[config.mk]
export PLATFORM = sky130hd
export DESIGN_NAME = rgb_decimal_triplet_parser_flat
export DESIGN_NICKNAME = d
export VERILOG_FILES = /design/src/rtl/core/rdtp_pkg.sv /design/src/rtl/core/rdtp_char_if.sv /design/src/rtl/core/rdtp_color_if.sv /design/src/rtl/core/rdtp_fsm.sv /design/src/rtl/core/rdtp_out_reg.sv /design/src/rtl/core/rgb_decimal_triplet_parser.sv /design/src/flat_wrapper.sv
export VERILOG_INCLUDE_DIRS = /design/src /design/src/rtl/core
export SDC_FILE = /design/constraint.sdc
export NUM_CORES = 1
export LEC_CHECK = 0
export BUFFER_PORTS_ARGS = -buffer_cell sky130_fd_sc_hd__buf_4
export CORE_AREA = 2 2 79 99
export CTS_CLUSTER_DIAMETER = 50
export CTS_CLUSTER_SIZE = 30
export DETAILED_ROUTE_END_ITERATION = 10
export DIE_AREA = 0 0 81 101
export PLACE_DENSITY_LB_ADDON = 0.15
export SLEW_MARGIN = 20
export SYNTH_ARGS = -nofsm -noshare
export SYNTH_HDL_FRONTEND = slang
export SYNTH_HIERARCHICAL = 1
export SYNTH_SLANG_ARGS = --single-unit
export TNS_END_PERCENT = 50
[constraint.sdc]
create_clock -name clk -period 3.05 [get_ports clk]
set_clock_uncertainty 0.2 [all_clocks]
set_input_delay 0.915 -clock clk [delete_from_list [all_inputs] [get_ports clk]]
set_output_delay 0.915 -clock clk [all_outputs]
set_load 0.03 [all_outputs]
[src/rtl/core/rgb_decimal_triplet_parser_defines.svh]
// assertion macros for the rgb triplet parser
// no dependencies; included by files that carry concurrent checks
`ifndef RGB_DECIMAL_TRIPLET_PARSER_DEFINES_SVH
`define RGB_DECIMAL_TRIPLET_PARSER_DEFINES_SVH
`ifndef SYNTHESIS
`define RDTP_ASSERT(label, clk, rst_n, prop) \
	label: assert property (@(posedge clk) disable iff (!rst_n) prop) \
		else $error("rdtp check failed");
`define RDTP_ASSERT_NEVER(label, clk, rst_n, cond) \
	`RDTP_ASSERT(label, clk, rst_n, !(cond))
`else
`define RDTP_ASSERT(label, clk, rst_n, prop)
`define RDTP_ASSERT_NEVER(label, clk, rst_n, cond)
`endif
`endif

[src/rtl/core/rdtp_pkg.sv]
// shared types and constants for the rgb triplet parser
// no dependencies
package rdtp_pkg;
	localparam logic [7:0] CHAR_NUL   = 8'h00;
	localparam logic [7:0] CHAR_SPACE = 8'h20;
	localparam logic [7:0] CHAR_TAB   = 8'h09;
	localparam logic [7:0] CHAR_COMMA = 8'h2C;
	localparam logic [7:0] CHAR_PLUS  = 8'h2B;
	localparam logic [7:0] CHAR_ZERO  = 8'h30;
	localparam logic [7:0] CHAR_NINE  = 8'h39;
	localparam logic [7:0] ALPHA      = 8'hFF;
	localparam logic [11:0] BYTE_MAX  = 12'd255;

	localparam logic [1:0] SUB_BLANK_PRE  = 2'd0;
	localparam logic [1:0] SUB_SIGN       = 2'd1;
	localparam logic [1:0] SUB_DIGITS     = 2'd2;
	localparam logic [1:0] SUB_BLANK_POST = 2'd3;

	localparam logic [1:0] FIELD_RED   = 2'd0;
	localparam logic [1:0] FIELD_GREEN = 2'd1;
	localparam logic [1:0] FIELD_BLUE  = 2'd2;
	localparam logic [1:0] FIELD_NONE  = 2'd3;

	typedef struct packed {
		logic        valid_res;
		logic [31:0] color;
	} rdtp_result_t;
endpackage

[src/rtl/core/rdtp_char_if.sv]
// character channel: valid/ready handshake with one text byte
// no dependencies
interface rdtp_char_if;
	logic       valid;
	logic       ready;
	logic [7:0] char_code;

	modport source (output valid, output char_code, input ready);
	modport sink (input valid, input char_code, output ready);
endinterface

[src/rtl/core/rdtp_color_if.sv]
// result channel: valid/ready handshake with the parse result
// no dependencies
interface rdtp_color_if;
	logic        valid;
	logic        ready;
	logic        valid_res;
	logic [31:0] color;

	modport source (output valid, output valid_res, output color, input ready);
	modport sink (input valid, input valid_res, input color, output ready);
endinterface

[src/rtl/core/rdtp_fsm.sv]
// parse state registers and next-state logic for one character per cycle while step is high
// depends on rdtp_pkg
module rdtp_fsm import rdtp_pkg::*; (
	input  logic         clk,
	input  logic         arst_n,
	input  logic         step,
	input  logic [7:0]   char_code,
	output logic         res_fire,
	output rdtp_result_t res
);
	logic [3:0]  phase_q, phase_d;
	logic [7:0]  acc_q, acc_d;
	logic [7:0]  red_q, red_d;
	logic [7:0]  green_q, green_d;
	logic        failed_q, failed_d;
	logic [1:0]  field, sub;
	logic        is_nul, is_blank, is_digit, is_comma, is_plus;
	logic [7:0]  dig_base;
	logic [11:0] dig_sum;
	logic        dig_over;
	logic        line_ok;

	assign field    = phase_q[3:2];
	assign sub      = phase_q[1:0];
	assign is_nul   = (char_code == CHAR_NUL);
	assign is_blank = (char_code == CHAR_SPACE) || (char_code == CHAR_TAB);
	assign is_digit = (char_code >= CHAR_ZERO) && (char_code <= CHAR_NINE);
	assign is_comma = (char_code == CHAR_COMMA);
	assign is_plus  = (char_code == CHAR_PLUS);

	// first digit of a value starts from zero
	assign dig_base = (sub == SUB_DIGITS) ? acc_q : 8'd0;
	assign dig_sum  = {4'd0, dig_base} * 12'd10 + {8'd0, char_code[3:0]};
	assign dig_over = (dig_sum > BYTE_MAX);

	assign line_ok = !failed_q && (field == FIELD_BLUE)
		&& ((sub == SUB_DIGITS) || (sub == SUB_BLANK_POST));

	assign res_fire        = step && is_nul;
	assign res.valid_res   = line_ok;
	assign res.color       = line_ok ? {ALPHA, acc_q, green_q, red_q} : 32'd0;

	always_comb begin
		phase_d  = phase_q;
		acc_d    = acc_q;
		red_d    = red_q;
		green_d  = green_q;
		failed_d = failed_q;
		if (step) begin
			if (is_nul) begin
				phase_d  = {FIELD_RED, SUB_BLANK_PRE};
				acc_d    = 8'd0;
				red_d    = 8'd0;
				green_d  = 8'd0;
				failed_d = 1'b0;
			end else if (!failed_q) begin
				if (field == FIELD_NONE) begin
					failed_d = 1'b1;
				end else begin
					unique case (sub)
						SUB_BLANK_PRE, SUB_SIGN: begin
							if (is_blank && sub == SUB_BLANK_PRE) begin
								phase_d = phase_q;
							end else if (is_plus && sub == SUB_BLANK_PRE) begin
								phase_d = {field, SUB_SIGN};
							end else if (is_digit) begin
								if (dig_over) begin
									failed_d = 1'b1;
								end else begin
									acc_d = dig_sum[7:0];
								end
								phase_d = {field, SUB_DIGITS};
							end else begin
								failed_d = 1'b1;
							end
						end
						SUB_DIGITS, SUB_BLANK_POST: begin
							if (is_digit && sub == SUB_DIGITS) begin
								if (dig_over) begin
									failed_d = 1'b1;
								end else begin
									acc_d = dig_sum[7:0];
								end
							end else if (is_blank) begin
								phase_d = {field, SUB_BLANK_POST};
							end else if (is_comma) begin
								// close a red or green field and move to the next one; a comma after blue fails the line
								priority if (field == FIELD_RED) begin
									red_d   = acc_q;
									acc_d   = 8'd0;
									phase_d = {FIELD_GREEN, SUB_BLANK_PRE};
								end else if (field == FIELD_GREEN) begin
									green_d = acc_q;
									acc_d   = 8'd0;
									phase_d = {FIELD_BLUE, SUB_BLANK_PRE};
								end else begin
									failed_d = 1'b1;
								end
							end else begin
								failed_d = 1'b1;
							end
						end
						default: failed_d = 1'b1;
					endcase
				end
			end
		end
	end

	always_ff @(posedge clk or negedge arst_n) begin
		if (!arst_n) begin
			phase_q  <= {FIELD_RED, SUB_BLANK_PRE};
			acc_q    <= 8'd0;
			red_q    <= 8'd0;
			green_q  <= 8'd0;
			failed_q <= 1'b0;
		end else begin
			phase_q  <= phase_d;
			acc_q    <= acc_d;
			red_q    <= red_d;
			green_q  <= green_d;
			failed_q <= failed_d;
		end
	end
endmodule

[src/rtl/core/rdtp_out_reg.sv]
// result register driving the output channel
// depends on rdtp_pkg and rdtp_color_if
module rdtp_out_reg import rdtp_pkg::*; (
	input  logic         clk,
	input  logic         arst_n,
	input  logic         load,
	input  rdtp_result_t res,
	output logic         busy,
	rdtp_color_if.source color_out
);
	logic         out_valid_q;
	rdtp_result_t res_q;

	// slot counts as busy only when held and not drained this cycle
	assign busy = out_valid_q && !color_out.ready;

	always_ff @(posedge clk or negedge arst_n) begin
		if (!arst_n) begin
			out_valid_q <= 1'b0;
		end else if (load) begin
			out_valid_q <= 1'b1;
		end else if (color_out.ready) begin
			out_valid_q <= 1'b0;
		end
	end

	always_ff @(posedge clk) begin
		if (load) begin
			res_q <= res;
		end
	end

	assign color_out.valid     = out_valid_q;
	assign color_out.valid_res = res_q.valid_res;
	assign color_out.color     = res_q.color;
endmodule

[src/rtl/core/rgb_decimal_triplet_parser.sv]
// a NUL's result goes from the input stage register into the result register, which drives color_out
// throughput: one character per cycle; only a NUL waits, while the result register is full
//   and not being drained in the same cycle
// reset: arst_n clears the input stage, the parse state and the result valid at once
// top level of the rgb triplet parser
// depends on rdtp_pkg, rdtp_char_if, rdtp_color_if, rdtp_fsm, rdtp_out_reg
`include "rgb_decimal_triplet_parser_defines.svh"
module rgb_decimal_triplet_parser import rdtp_pkg::*; (
	input  logic         clk,
	input  logic         arst_n,
	rdtp_char_if.sink    char_in,
	rdtp_color_if.source color_out
);
	// input stage
	logic         valid_s1;
	logic [7:0]   char_s1;
	logic         nul_s1;
	logic         step;
	logic         out_busy;
	logic         res_fire;
	rdtp_result_t res;
	// result shown on the output, split by its verdict
	logic         out_good;
	logic         out_bad;

	assign nul_s1 = (char_s1 == CHAR_NUL);

	// a plain character always advances; a nul needs a free result slot
	assign step = valid_s1 && (!nul_s1 || !out_busy);

	// take a new character whenever the input stage empties this cycle
	assign char_in.ready = !valid_s1 || step;

	always_ff @(posedge clk or negedge arst_n) begin
		if (!arst_n) begin
			valid_s1 <= 1'b0;
		end else if (char_in.ready) begin
			valid_s1 <= char_in.valid;
		end
	end

	always_ff @(posedge clk) begin
		if (char_in.valid && char_in.ready) begin
			char_s1 <= char_in.char_code;
		end
	end

	// parse state and next-state logic
	rdtp_fsm u_fsm (
		.clk       (clk),
		.arst_n    (arst_n),
		.step      (step),
		.char_code (char_s1),
		.res_fire  (res_fire),
		.res       (res)
	);

	// result register, one line result at a time
	rdtp_out_reg u_out_reg (
		.clk       (clk),
		.arst_n    (arst_n),
		.load      (res_fire),
		.res       (res),
		.busy      (out_busy),
		.color_out (color_out)
	);

	assign out_good = color_out.valid && color_out.valid_res;
	assign out_bad  = color_out.valid && !color_out.valid_res;

	// a rejected line always reports an all-zero word
	`RDTP_ASSERT_NEVER(a_invalid_zero, clk, arst_n, out_bad && color_out.color != 32'd0)
	// a good line always carries the opaque alpha byte
	`RDTP_ASSERT(a_alpha_set, clk, arst_n, out_good |-> color_out.color[31:24] == ALPHA)
	// every nul leaving the input stage shows up as a result next cycle
	`RDTP_ASSERT(a_nul_result, clk, arst_n, step && nul_s1 |=> color_out.valid)
	// a nul never leaves the input stage while a result is still held
	`RDTP_ASSERT_NEVER(a_no_overwrite, clk, arst_n, res_fire && out_busy)
endmodule
[src/flat_wrapper.sv]
// flat-port wrapper written by rule: the top's interface ports become plain ports
module rgb_decimal_triplet_parser_flat import rdtp_pkg::*;
  (clk, arst_n, char_in_valid, char_in_char_code, char_in_ready, color_out_valid, color_out_valid_res, color_out_color, color_out_ready);
  rdtp_char_if char_in_i ();
  rdtp_color_if color_out_i ();
  input  logic clk;
  input  logic arst_n;
  input wire logic [$bits(char_in_i.valid)-1:0] char_in_valid;
  input wire logic [$bits(char_in_i.char_code)-1:0] char_in_char_code;
  output wire logic [$bits(char_in_i.ready)-1:0] char_in_ready;
  output wire logic [$bits(color_out_i.valid)-1:0] color_out_valid;
  output wire logic [$bits(color_out_i.valid_res)-1:0] color_out_valid_res;
  output wire logic [$bits(color_out_i.color)-1:0] color_out_color;
  input wire logic [$bits(color_out_i.ready)-1:0] color_out_ready;
  assign char_in_i.valid = char_in_valid;
  assign char_in_i.char_code = char_in_char_code;
  assign char_in_ready = char_in_i.ready;
  assign color_out_valid = color_out_i.valid;
  assign color_out_valid_res = color_out_i.valid_res;
  assign color_out_color = color_out_i.color;
  assign color_out_i.ready = color_out_ready;
  rgb_decimal_triplet_parser u_core (.clk(clk), .arst_n(arst_n), .char_in(char_in_i), .color_out(color_out_i));
endmodule
==> impl_summary.md, run 1 <==
Run status
The flow ran to the end, but the final reports show violations. The checks that failed: setup timing.

Clock tree
The number of hold buffers added after CTS was 0. The clock tree synthesis step divided the H-tree into 3 levels. For the worst-skew pair, the clock arrives at the later sink with an insertion delay of 0.35 ns. The root buffer cell chosen for the clock tree is clkbuf_8. The CTS tree is yes.

The clock edge transition at the registers on the reported setup and hold paths is 0.09 ns. The number of clock sinks is 72. The longest clock path from root to sink contains 2 buffers.

Buffers inserted during clock tree synthesis total 9.

Worst setup path
The arrival time of the worst setup path is 3.26 ns. The classification of the worst setup path is flop to flop. In this design, the stage delay of the slowest critical-path cell is 0.54 ns. The kind of cell with the highest combined delay along the critical path is simple AND/OR/NAND/NOR gates. The kind of capture point of the worst setup path is a flop.

On the critical path, the stage with the largest delay is an instance of fa_2. Traced cell by cell, the critical path runs through and2b_4, and3_4, ha_4, fa_2, nand2_2, or2_4, nor2b_4, nand4_1, mux2_4, or3_1, a21oi_2. The worst setup path is launched from a flop.

The endpoint required time on the critical path is 3.12 ns. The largest driver fanout on the critical path is 7. The sum of buffers and inverters on the critical path is 0.

STA
Across all setup checks in the final design, the least slack found is -0.135 ns. Setup repair after global routing could not meet its margin everywhere. The final-layout worst hold slack is 0.280 ns. Timing would allow up to 0.314 GHz. The smallest clock period supported by the final layout is computed as 3.19 ns. The final hold violation count is 0.

In this run the tightest slew margin relative to its limit is 48.8%. Setup violations remaining at the end of the flow were counted as 9. The count of final max-slew check failures was 0.

The worst-margin pin slew is 0.764 ns. The final cycle utilization of the critical path is 104%.

Synth
The number of library cell types mapped by synthesis is 61. The synthesized net count is 348. Of the synthesized area, sequential elements account for 53.6%.

The largest area contributor in the netlist is edfxtp_1. The share of synthesized registers carrying an async set or reset is 43.1%. For this run, the number of Yosys warnings is 6. Counting flops and latches in the post-synthesis netlist gives 72.

The average cell area after synthesis is 11.5 µm². After technology mapping, the gate count stands at 324. After synthesis, the largest area contributor takes up 32.9% of total cell area. The mapped netlist covers 0.00374 mm². The most used flip-flop cell after synthesis is edfxtp_1.

By area the synthesized netlist is led by edfxtp_1 (33%), dfrtp_1 (21%), and2_1 (5.2%). In this run, synthesis inferred 41 flip-flops with an integrated enable.

Global route
The highest-utilization routing layer at the global route stage is met2. The overall track demand over capacity in global routing is 21.0%. The number of global-route vias before repair was 2,644.

Global routing finished with a remaining overflow of 0. Entering global routing, the biggest net connects 35 pins. The number of antenna violations at the first check in global routing came to 0. The met1 usage in global routing is 24.5%. The met2 usage is 37.9%.

The first global-routing pass estimated 12,800 µm of wire. Global routing consumed, on the met3 layer, 4.57% of the routing resources.

Die
The number of I/O pins is 47. The total area inside the core boundary comes to 0.00727 mm². The die covers 0.00818 mm². Measured along the y axis, the die boundary spans 101 µm. The die is 81 µm wide. Once the floorplan was initialized, standard cells occupied 51.5% of the core. In this run the core area contains 35 standard-cell rows.

Pwr
The share of total power in sequential cells is 53.3%. The switching share of power is 22.4%. The internal portion of the total power is 1.54 mW.

For this design the total switching power over the nets is 0.447 mW. The analysis attributes to cell leakage a power of 2.00 nW. In this run, the combinational gates consume 4.4% of the power.

For this design the ratio of total power to cell area is 415 mW/mm². The worst supply voltage drop on vdd is 0.347 mV. In this run, the clock network consumes 42.3% of the power.

Drt
The detail route stage leaves a number of antenna-violating nets equal to 0. The final routed wire length divided by cell count is 15.7 µm. The violation count after the first detailed-routing iteration is 140. For this run, the detailed router's first-pass iteration total came to 5. In the routed design, unresolved DRC markers number 0. The aggregate routed wire length is 7810 µm. The number of vias after detailed routing is 2,734. Dividing the detail-routed via count by the number of cells gives 5.48.

Placed design
The placed standard-cell area is 0.00440 mm². The post-DP HPWL is 5640 µm. At the end of routability-driven placement, the weighted congestion stood at 0.932. The cell count after placement is 473. The number of buffers added on ports is 46.

Cells and area
The finished layout cell area is 0.00479 mm². The final layout contains 426 nets. Once layout is complete, the cells apart from fillers number 499. Cells fill 65.9% of the core in the end. The number of antenna diodes in the final layout is 0. The area growth from synthesis to layout is 28.1%. The layout cell share with drive strength beyond 1 is 36.6%.

Run
The reported max-cap violation count is 0.

Hold path
The path class of the tightest hold or removal check is primary input to asynchronous set/reset pin.
-- cell families (layout without fill, tap and decap cells) --
family / after synthesis / count (layout) / synth area share [%]
compound gates: 70 / 70 / 12.0
xor+xnor: 14 / 14 / 3.48
fa+ha+maj: 12 / 12 / 4.21
buf+inv: 27 / 110 / 3.91
flops: 72 / 72 / 53.6
mux: 5 / 5 / 1.50
simple gates: 124 / 124 / 21.2
-- power groups by stage --
| stage | clock network, mW | logic [mW] | registers, mW |
|---|---|---|---|
| after global routing | 0.894 | 0.0978 | 1.06 |
| after global placement | 0 | 0.0852 | 1.08 |
| after floorplan | 0 | 0.0488 | 1.07 |
| after CTS | 0.859 | 0.0880 | 1.06 |
| final | 0.842 | 0.0876 | 1.06 |
| after detailed placement | 0 | 0.0859 | 1.08 |
-- Yosys cell counts (2+ instances only) --
| cell | instances |
|---|---|
| a21oi_1 | 19 |
| a22o_1 | 8 |
| a31oi_1 | 4 |
| and2_1 | 31 |
| and3_1 | 6 |
| and3_2 | 2 |
| buf_2 | 3 |
| buf_4 | 9 |
| clkbuf_1 | 9 |
| dfrtp_1 | 31 |
| edfxtp_1 | 41 |
| ha_1 | 11 |
| inv_1 | 5 |
| mux2i_1 | 3 |
| nand2_1 | 24 |
| nand3_1 | 5 |
| nand3b_1 | 2 |
| nand4_1 | 9 |
| nand4b_1 | 2 |
| nor2_1 | 16 |
| nor2b_1 | 2 |
| nor2b_4 | 2 |
| nor3_4 | 2 |
| nor4_2 | 2 |
| nor4b_2 | 3 |
| o21ai_0 | 19 |
| o21ai_1 | 2 |
| o21ai_2 | 3 |
| o21bai_1 | 2 |
| o2bb2ai_1 | 2 |
| or3_1 | 4 |
| xnor2_1 | 12 |
-- final cells by class --
class / instances / area, µm²
clock buffers: 10 / 128
clock inverters: 6 / 92.6
fillers: 579 / 2480
inverters: 5 / 18.8
multi-input cells: 225 / 1750
flip-flops and latches: 72 / 2010
well taps: 92 / 115
repair buffers: 89 / 681
-- worst reg2reg max path: cells and delay by family (launching register included) --
family,cells,cell delay (ns)
mux,1,0.32
flops,1,0.42
simple gates,7,1.32
compound gates,1,0.14
fa+ha+maj,2,0.70
-- final timing paths --
kind                                                     start                             endpoint  slack [ns]  cells past startpoint
setup / recovery           u_core/u_fsm/phase_q[1]$_DFFE_PN0P_    u_core/u_fsm/acc_q[5]$_DFFE_PN0P_       -0.14                     11
hold / removal                                          arst_n  u_core/u_fsm/phase_q[3]$_DFFE_PN0P_        0.28                      1
setup reg to reg           u_core/u_fsm/phase_q[1]$_DFFE_PN0P_    u_core/u_fsm/acc_q[5]$_DFFE_PN0P_       -0.14                     11
hold reg to reg              u_core/u_fsm/red_q[7]$_DFFE_PN0P_    u_core/u_fsm/red_q[7]$_DFFE_PN0P_        0.28                      2
max in group asynchronous                               arst_n    u_core/u_fsm/acc_q[7]$_DFFE_PN0P_        2.06                      1
min in group clk             u_core/u_fsm/red_q[7]$_DFFE_PN0P_    u_core/u_fsm/red_q[7]$_DFFE_PN0P_        0.28                      2
-- sequential cells by signal, summed over array words and instances, names as in the netlist --
name / flops
u_core/u_fsm/green_q: 8
u_core/u_out_reg/color_out.color: 32
u_core/char_s1: 8
u_core/valid_s1: 1
u_core/u_fsm/phase_q: 4
u_core/u_out_reg/color_out.valid: 1
u_core/u_out_reg/color_out.valid_res: 1
u_core/u_fsm/red_q: 8
u_core/u_fsm/acc_q: 8
u_core/u_fsm/failed_q: 1
-- what timing repair did --
| action | CTS | global route |
|---|---|---|
| gates resized for setup | 16 | 9 |
| endpoints found under the setup margin | 9 | 9 |
| pin swaps | 18 | 3 |
| setup buffers | 7 | 2 |
-- metal layers --
metal  wire length (µm)  part of all wire (%)
met5                  0                     0
met4                 93                   1.2
met3                283                   3.6
met2               4250                    54
met1               3180                    41
-- cells in the final DEF (no fill, tap or decap), types with 9 or more instances in the layout --
master | netlist | layout
a21oi_1 | 19 | 15
and2_1 | 31 | 29
buf_4 | 9 | 88
clkbuf_8 | 0 | 9
dfrtp_1 | 31 | 31
edfxtp_1 | 41 | 41
nand2_1 | 24 | 22
nand4_1 | 9 | 9
nor2_1 | 16 | 15
o21ai_0 | 19 | 13
xnor2_1 | 12 | 10
-- stage by stage --
step	worst slack (ns)	total power [mW]	setup TNS [ns]
floorplan	-0.0726	1.12	-0.211
global placement	-0.0881	1.17	-0.253
detailed placement	-0.193	1.17	-1.02
CTS	-0.117	2.01	-0.709
global route	-0.199	2.05	-1.51
finish	-0.135	1.99	-0.749
(Power assumes the default switching activity.)
==> run 2: changes to the inputs <==
CORE_AREA = 2 2 75 95   (was 2 2 79 99)
DIE_AREA = 0 0 77 97   (was 0 0 81 101)
GPL_TIMING_DRIVEN = 0   (was unset)
clock period = 3.32 ns   (was 3.05 ns; I/O delays follow)
==> run 2 against run 1 <==
Net effect: the run still ends with setup timing left; core utilization increased by 5.8 points; first-iteration DRC count rose by 35%; routed wire length down 6.1%; global-route usage decreased by 1.0 points; final cell count shrank 2.8%; die area shrank 8.7%; sequential cell count unchanged; fmax down 4.3%; total power down 5.4%; combinational power shrank 10%; non-clock buffer count decreased by 10; largest power group unchanged.
==> impl_summary.md, run 2 (synthesized netlist as in run 1, its figures left out) <==
Cells and area
The top cell types in the final layout, fill and taps aside, are buf_4 (67), edfxtp_1 (41), and2_1 (28), dfrtp_1 (28), nand2_1 (22). The share of the core filled with cells in the final layout is 71.8%. Compared with the post-synthesis result, the final layout area differs by 25.2%.

The number of fill cells in the layout is 468. In the final design database the tool counted 417 nets. The number of antenna diodes is 0. The register with the most flip-flops in the layout has 32 of them. After routing the design area is 0.00468 mm². The layout cell share with drive strength beyond 1 is 34.7%. The number of standard cells in the final layout excluding fillers is 485. The leading cell type in the layout, fill and taps excluded is buf_4.

Run status
The flow ran to the end, but the final reports show violations. The final reports fail on setup timing.

Worst setup path
The sort of element at the start of the critical path is a flop. The critical path in this run is classified as flop to flop. The largest driver fanout on the critical path is 5. The reg-to-reg setup timing slack is -0.008 ns. The kind of capture point of the worst setup path is a flop.

The endpoint required time on the critical path is 3.35 ns. At the worst endpoint, the arrival time is 3.36 ns.

Drt
In the final routing, the length of wire on met1 measures 2920 µm. After detailed routing, the number of vias per cell comes to 5.59. The violation count after the first detailed-routing iteration is 189.

The number of routed nets with antenna violations is 0. Detailed routing placed a total of 3920 µm of wire on met2. Summed over all nets, wire length on met3 after detailed routing comes to 369 µm. The aggregate routed wire length is 7330 µm.

The highest metal layer with signal wires is met4. The final routed wire length divided by cell count is 15.1 µm. Summing over every cut layer, the via total after detailed routing is 2,712.

The iteration count of the initial detailed-routing pass is 4. The number of design rule violations left after detail routing is 0.

STA
Summed over all failing endpoints, the final setup total negative slack is -0.00782 ns. The time the worst path needs with I/O delays and setup is 3.33 ns. Across all setup checks in the final design, the least slack found is -0.00782 ns.

The final critical path takes up 100% of the cycle. The final number of setup-violating endpoints is 1. The worst slew margin relative to its limit is 27.0%. Setup repair after global routing could not meet its margin everywhere. Timing would allow up to 0.300 GHz. The count of final max-slew check failures was 0.

At the pin with the least slew margin, the transition time is 1.08 ns. On the final layout, the worst hold slack is 0.274 ns. The final hold violation count is 0.

Pwr
The worst supply voltage drop on vdd is 0.379 mV. In this run the power density over the cells is 402 mW/mm². The leakage power summed over all cells is 1.94 nW.

The total power consumption of the routed design is 1.88 mW.

Placed design
The placed standard-cell area is 0.00420 mm². The final weighted congestion of routability-driven global placement is 0.912. The post-DP HPWL is 4880 µm. Port buffering added 46 buffers. The cell count after placement is 457. Timing analysis after detailed placement gives a worst setup slack of -0.276 ns.

Die
In this run the horizontal extent of the chip is 77 µm. The initialized floorplan defines 33 standard-cell rows. The number of I/O pins is 47. The die area is 0.00747 mm².

The initial utilization of the core area, before any placement, comes to 57.3%. In this run the vertical extent of the chip is 97 µm. The region available for standard cell placement spans 0.00652 mm².

Global route
The number of antenna violations at the first check in global routing is 0. The pin count of the biggest net entering global routing is 36. The sum of overflow across all layers after global routing is 0.

The number of global-route vias before repair is 2,512. The wire length of the first global-routing pass is 11,800 µm. For this run, the total global-route usage over all layers was measured as 20.0%.

Hold path
In this run the worst hold path is classified as flop to flop.

Clock tree
Counting every sink on the clock net gives 72. The total CTS buffers is 9. In this run the deepest clock path goes through 2 buffers.

Clock-pin slew was measured on the worst setup and hold paths at 0.08 ns. The master cell of the clock root buffer is clkbuf_8. The CTS tree is yes. The number of H-tree levels is 3. The number of buffers added to fix hold violations after cts is 0.

At the later pin of the worst-skew pair, clock insertion delay measures 0.34 ns.

Run
Across the run, the number of max-cap violations was 0.
[run 2: changes by cell type in the layout (fill, tap and decap cells not counted), sizes merged]
cell / delta
and2b: +1
clkinvlp: -2
buf: -18
bufinv: +1
clkbuf: +8
clkinv: +1
[run 2: path summary, 6_finish.rpt]
path	startpoint	endpoint	cells past startpoint
max in group asynchronous	arst_n	u_core/u_fsm/acc_q[3]$_DFFE_PN0P_	1
min	u_core/u_fsm/red_q[0]$_DFFE_PN0P_	u_core/u_fsm/red_q[0]$_DFFE_PN0P_	2
min reg2reg	u_core/u_fsm/red_q[0]$_DFFE_PN0P_	u_core/u_fsm/red_q[0]$_DFFE_PN0P_	2
max reg2reg	u_core/u_fsm/phase_q[1]$_DFFE_PN0P_	u_core/u_fsm/failed_q$_DFFE_PN0P_	12
max	u_core/u_fsm/phase_q[1]$_DFFE_PN0P_	u_core/u_fsm/failed_q$_DFFE_PN0P_	12
min in group asynchronous	arst_n	u_core/valid_s1$_DFFE_PN0P_	1
[run 2: layer usage]
metal / track usage [%] / vias up
li1: - / 1327
met1: 23.5 / 1287
met3: 3.26 / 11
met2: 34.5 / 87
met4: 11.5 / 0
met5: 0 / -
[run 2: critical path: stages (launching register included)]
cell and delay (ns):
dfrtp_2 0.44, and2b_4 0.20, and3_4 0.19, ha_4 0.16
fa_2 0.55, nand2_2 0.06, or2_4 0.27, nor2b_4 0.14
nand4_1 0.17, buf_4 0.19, mux2i_4 0.20, nand4_1 0.18
a41o_1 0.28
[run 2: cell type report]
type | instances | area (µm²) | area share [%]
repair buffers | 58 | 435 | 9.30
plain buffers | 21 | 131 | 2.81
clock buffers | 10 | 128 | 2.73
flip-flops and latches | 72 | 2010 | 42.9
multi-input cells | 226 | 1730 | 37.0
inverters | 5 | 18.8 | 0.401
clock inverters | 6 | 116 | 2.49
well taps | 87 | 109 | 2.32
[run 2: repair_timing]
item,4_1_cts,5_1_grt
gates cloned,1,0
gates resized for setup,16,18
buffers inserted,4,8
endpoints found under the setup margin,9,9
pin swaps,7,14
[run 2: where the power goes]
group	internal [mW]	leakage, nW	switching (mW)	total (mW)
clock network	0.505	0.121	0.326	0.831
logic	0.0343	0.980	0.0445	0.0788
registers	0.954	0.841	0.0190	0.973
==> run 3: changes to the inputs <==
CORE_AREA = 5 5 78 98   (was 2 2 75 95)
DIE_AREA = 0 0 83 103   (was 0 0 77 97)
SLEW_MARGIN = unset   (was 20)
clock period = 3.4 ns   (was 3.32 ns; I/O delays follow)
==> run 3 against run 2 <==
Net effect: the flow now finishes without violations; sequential cell count stayed put; count of clock-buffer cells in the layout is 1 higher; sequential power is 2.2% lower; final cell count is 0.21% lower; clock power is 14% lower.
==> impl_summary.md, run 3 (synthesized netlist as in run 1, its figures left out) <==
Global route
The number of global-route vias before repair came to 2,557. The first global-routing pass estimated 11,900 µm of wire. Global routing finished with a remaining overflow of 0.

The number of antenna violations at the first check in global routing is 0. Entering global routing, the biggest net connects 36 pins. The overall track demand over capacity in global routing is 17.9%.

Drt
The routed layout has 2,652 vias. In this run, the number of DRC markers left after iteration 0 of detailed routing was 110. In this run the remaining antenna-violating nets after routing total 0. The final routed wire length divided by cell count is 15.4 µm.

The iteration count of the initial detailed-routing pass is 4. After detailed routing, the number of vias per cell comes to 5.48. The aggregate routed wire length is 7470 µm. In the routed design, unresolved DRC markers number 0.

Clock tree
The master cell of the clock root buffer is clkbuf_8. The worst-case clock buffer depth is 2. The number of clock sinks is 72. The total CTS buffers is 9. The clock edge transition at the registers on the reported setup and hold paths is 0.07 ns. The H-tree was split into 3 levels. TritonCTS built the clock tree. The later pin in the worst-skew pair is clocked with a latency of 0.34 ns.

Die
The die area is 0.00855 mm². For this configuration, the core starts out at a cell density of 55.7%. Measured along the y axis, the die boundary spans 103 µm.

The number of I/O pins is 47. The row count is 34. The die is 83 µm wide. The core region is 0.00672 mm².

STA
The final hold violation count was 0. The achievable frequency is 0.296 GHz. The worst-margin pin slew is 1.10 ns. The time the worst path needs with I/O delays and setup is 3.38 ns. The count of final max-slew check failures is 0. The smallest setup slack after layout is 0.0221 ns. The final cycle utilization of the critical path is 99.3%. The worst slew margin relative to its limit is 25.9%. Setup violations remaining at the end of the flow were counted as 0.

Cells and area
The register with the most flip-flops in the layout has 32 of them. The number of antenna diodes is 0. Leaving out fill and tap cells, the most frequent cell in the layout is buf_4. The finished cells cover 0.00462 mm². The number of nets in the layout is 413. The number of standard cells in the final layout excluding fillers is 484. In the layout the commonest cells are buf_4 (65), edfxtp_1 (41), and2_1 (29), dfrtp_1 (29), nand2_1 (23). The post-route netlist has 33.2% of its cells at a drive strength greater than 1. The layout overhead on the synthesized area is 23.5%.

Worst setup path
The endpoint required time on the critical path is 3.46 ns. The worst register-to-register path has a setup slack of 0.02 ns. The largest driver fanout on the critical path is 6.

The kind of capture point of the worst setup path is a flop. The arrival time of the worst setup path is 3.44 ns. The critical path in this run is classified as flop to flop. The sort of element at the start of the critical path is a flop. The number of cells on the worst reg-to-reg path is 11.

Placed design
The final weighted congestion of routability-driven global placement is 0.862. The post-DP HPWL is 5220 µm. During placement, the flow inserted port buffers numbering 46. The setup slack after placement is -0.281 ns. The placed standard-cell area is 0.00420 mm². The cell count after placement is 460.

Pwr
Power spread over the standard cell area amounts to 377 mW/mm². The worst supply voltage drop on vdd is 0.252 mV. The leakage power summed over all cells is 1.90 nW.

Hold path
The cell depth of the worst hold path is 2. The type of the worst min-delay path is flop to flop.

Run
Across the run, the number of max-cap violations was 0.

Run status
The run finished with clean final reports.
run 3: worst max-delay path: stages (launching register included):
cell,delay [ns]
dfrtp_2,0.45
buf_4,0.15
and2b_2,0.21
and3_4,0.19
fa_2,0.55
nand2_1,0.07
or2_4,0.26
nor2b_4,0.13
nand4_1,0.18
mux2_4,0.34
or3_1,0.41
a21oi_2,0.16
run 3: final cells by class:
type	instances	area, µm²
multi-input cells	226	1730
flip-flops and latches	72	2010
plain buffers	20	123
inverters	5	18.8
clock buffers	11	131
repair buffers	55	413
fillers	524	2100
clock inverters	5	81.3
well taps	90	113
run 3: timing repair:
| item | 4_1_cts | 5_1_grt |
|---|---|---|
| resized for setup | 9 | 18 |
| cloned | 1 | 0 |
| setup endpoints to repair | 9 | 9 |
| hold buffers | 0 | 0 |
| pin swaps | 1 | 8 |
| buffers inserted | 4 | 5 |
run 3: stage by stage:
stage / hold slack, ns / util (%) / TNS (ns) / power (mW)
after global placement: 0.257 / 62.5 / -6.08 / 1.04
final: 0.275 / 68.7 / 0 / 1.74
after detailed placement: 0.264 / 62.5 / -7.69 / 1.04
after floorplan: 0.242 / - / 0 / 1.01
after global routing: 0.307 / 68.7 / -0.168 / 1.81
after CTS: 0.279 / 66.8 / 0 / 1.76
run 3: routing by layer:
| layer | global-route usage, % | wire (µm) | vias up |
|---|---|---|---|
| met4 | 10.7 | 216 | 0 |
| met2 | 33.8 | 4060 | 69 |
| met1 | 18.1 | 2870 | 1256 |
| met5 | 0 | 0 | - |
| met3 | 4.16 | 323 | 19 |
| li1 | - | - | 1308 |
run 3: worst paths after layout:
| check | from | to |
|---|---|---|
| min | u_core/u_fsm/red_q[5]$_DFFE_PN0P_ | u_core/u_fsm/red_q[5]$_DFFE_PN0P_ |
| max reg2reg | u_core/u_fsm/phase_q[1]$_DFFE_PN0P_ | u_core/u_fsm/acc_q[7]$_DFFE_PN0P_ |
| max in group asynchronous | arst_n | u_core/u_fsm/phase_q[1]$_DFFE_PN0P_ |
| min in group asynchronous | arst_n | u_core/u_fsm/red_q[2]$_DFFE_PN0P_ |
| max | u_core/u_fsm/phase_q[1]$_DFFE_PN0P_ | u_core/u_fsm/acc_q[7]$_DFFE_PN0P_ |
| min reg2reg | u_core/u_fsm/red_q[5]$_DFFE_PN0P_ | u_core/u_fsm/red_q[5]$_DFFE_PN0P_ |
run 3: power by group:
| part | internal (mW) | switching [mW] |
|---|---|---|
| clock network | 0.413 | 0.298 |
| registers | 0.932 | 0.0199 |
| logic | 0.0352 | 0.0429 |
| total | 1.38 | 0.360 |
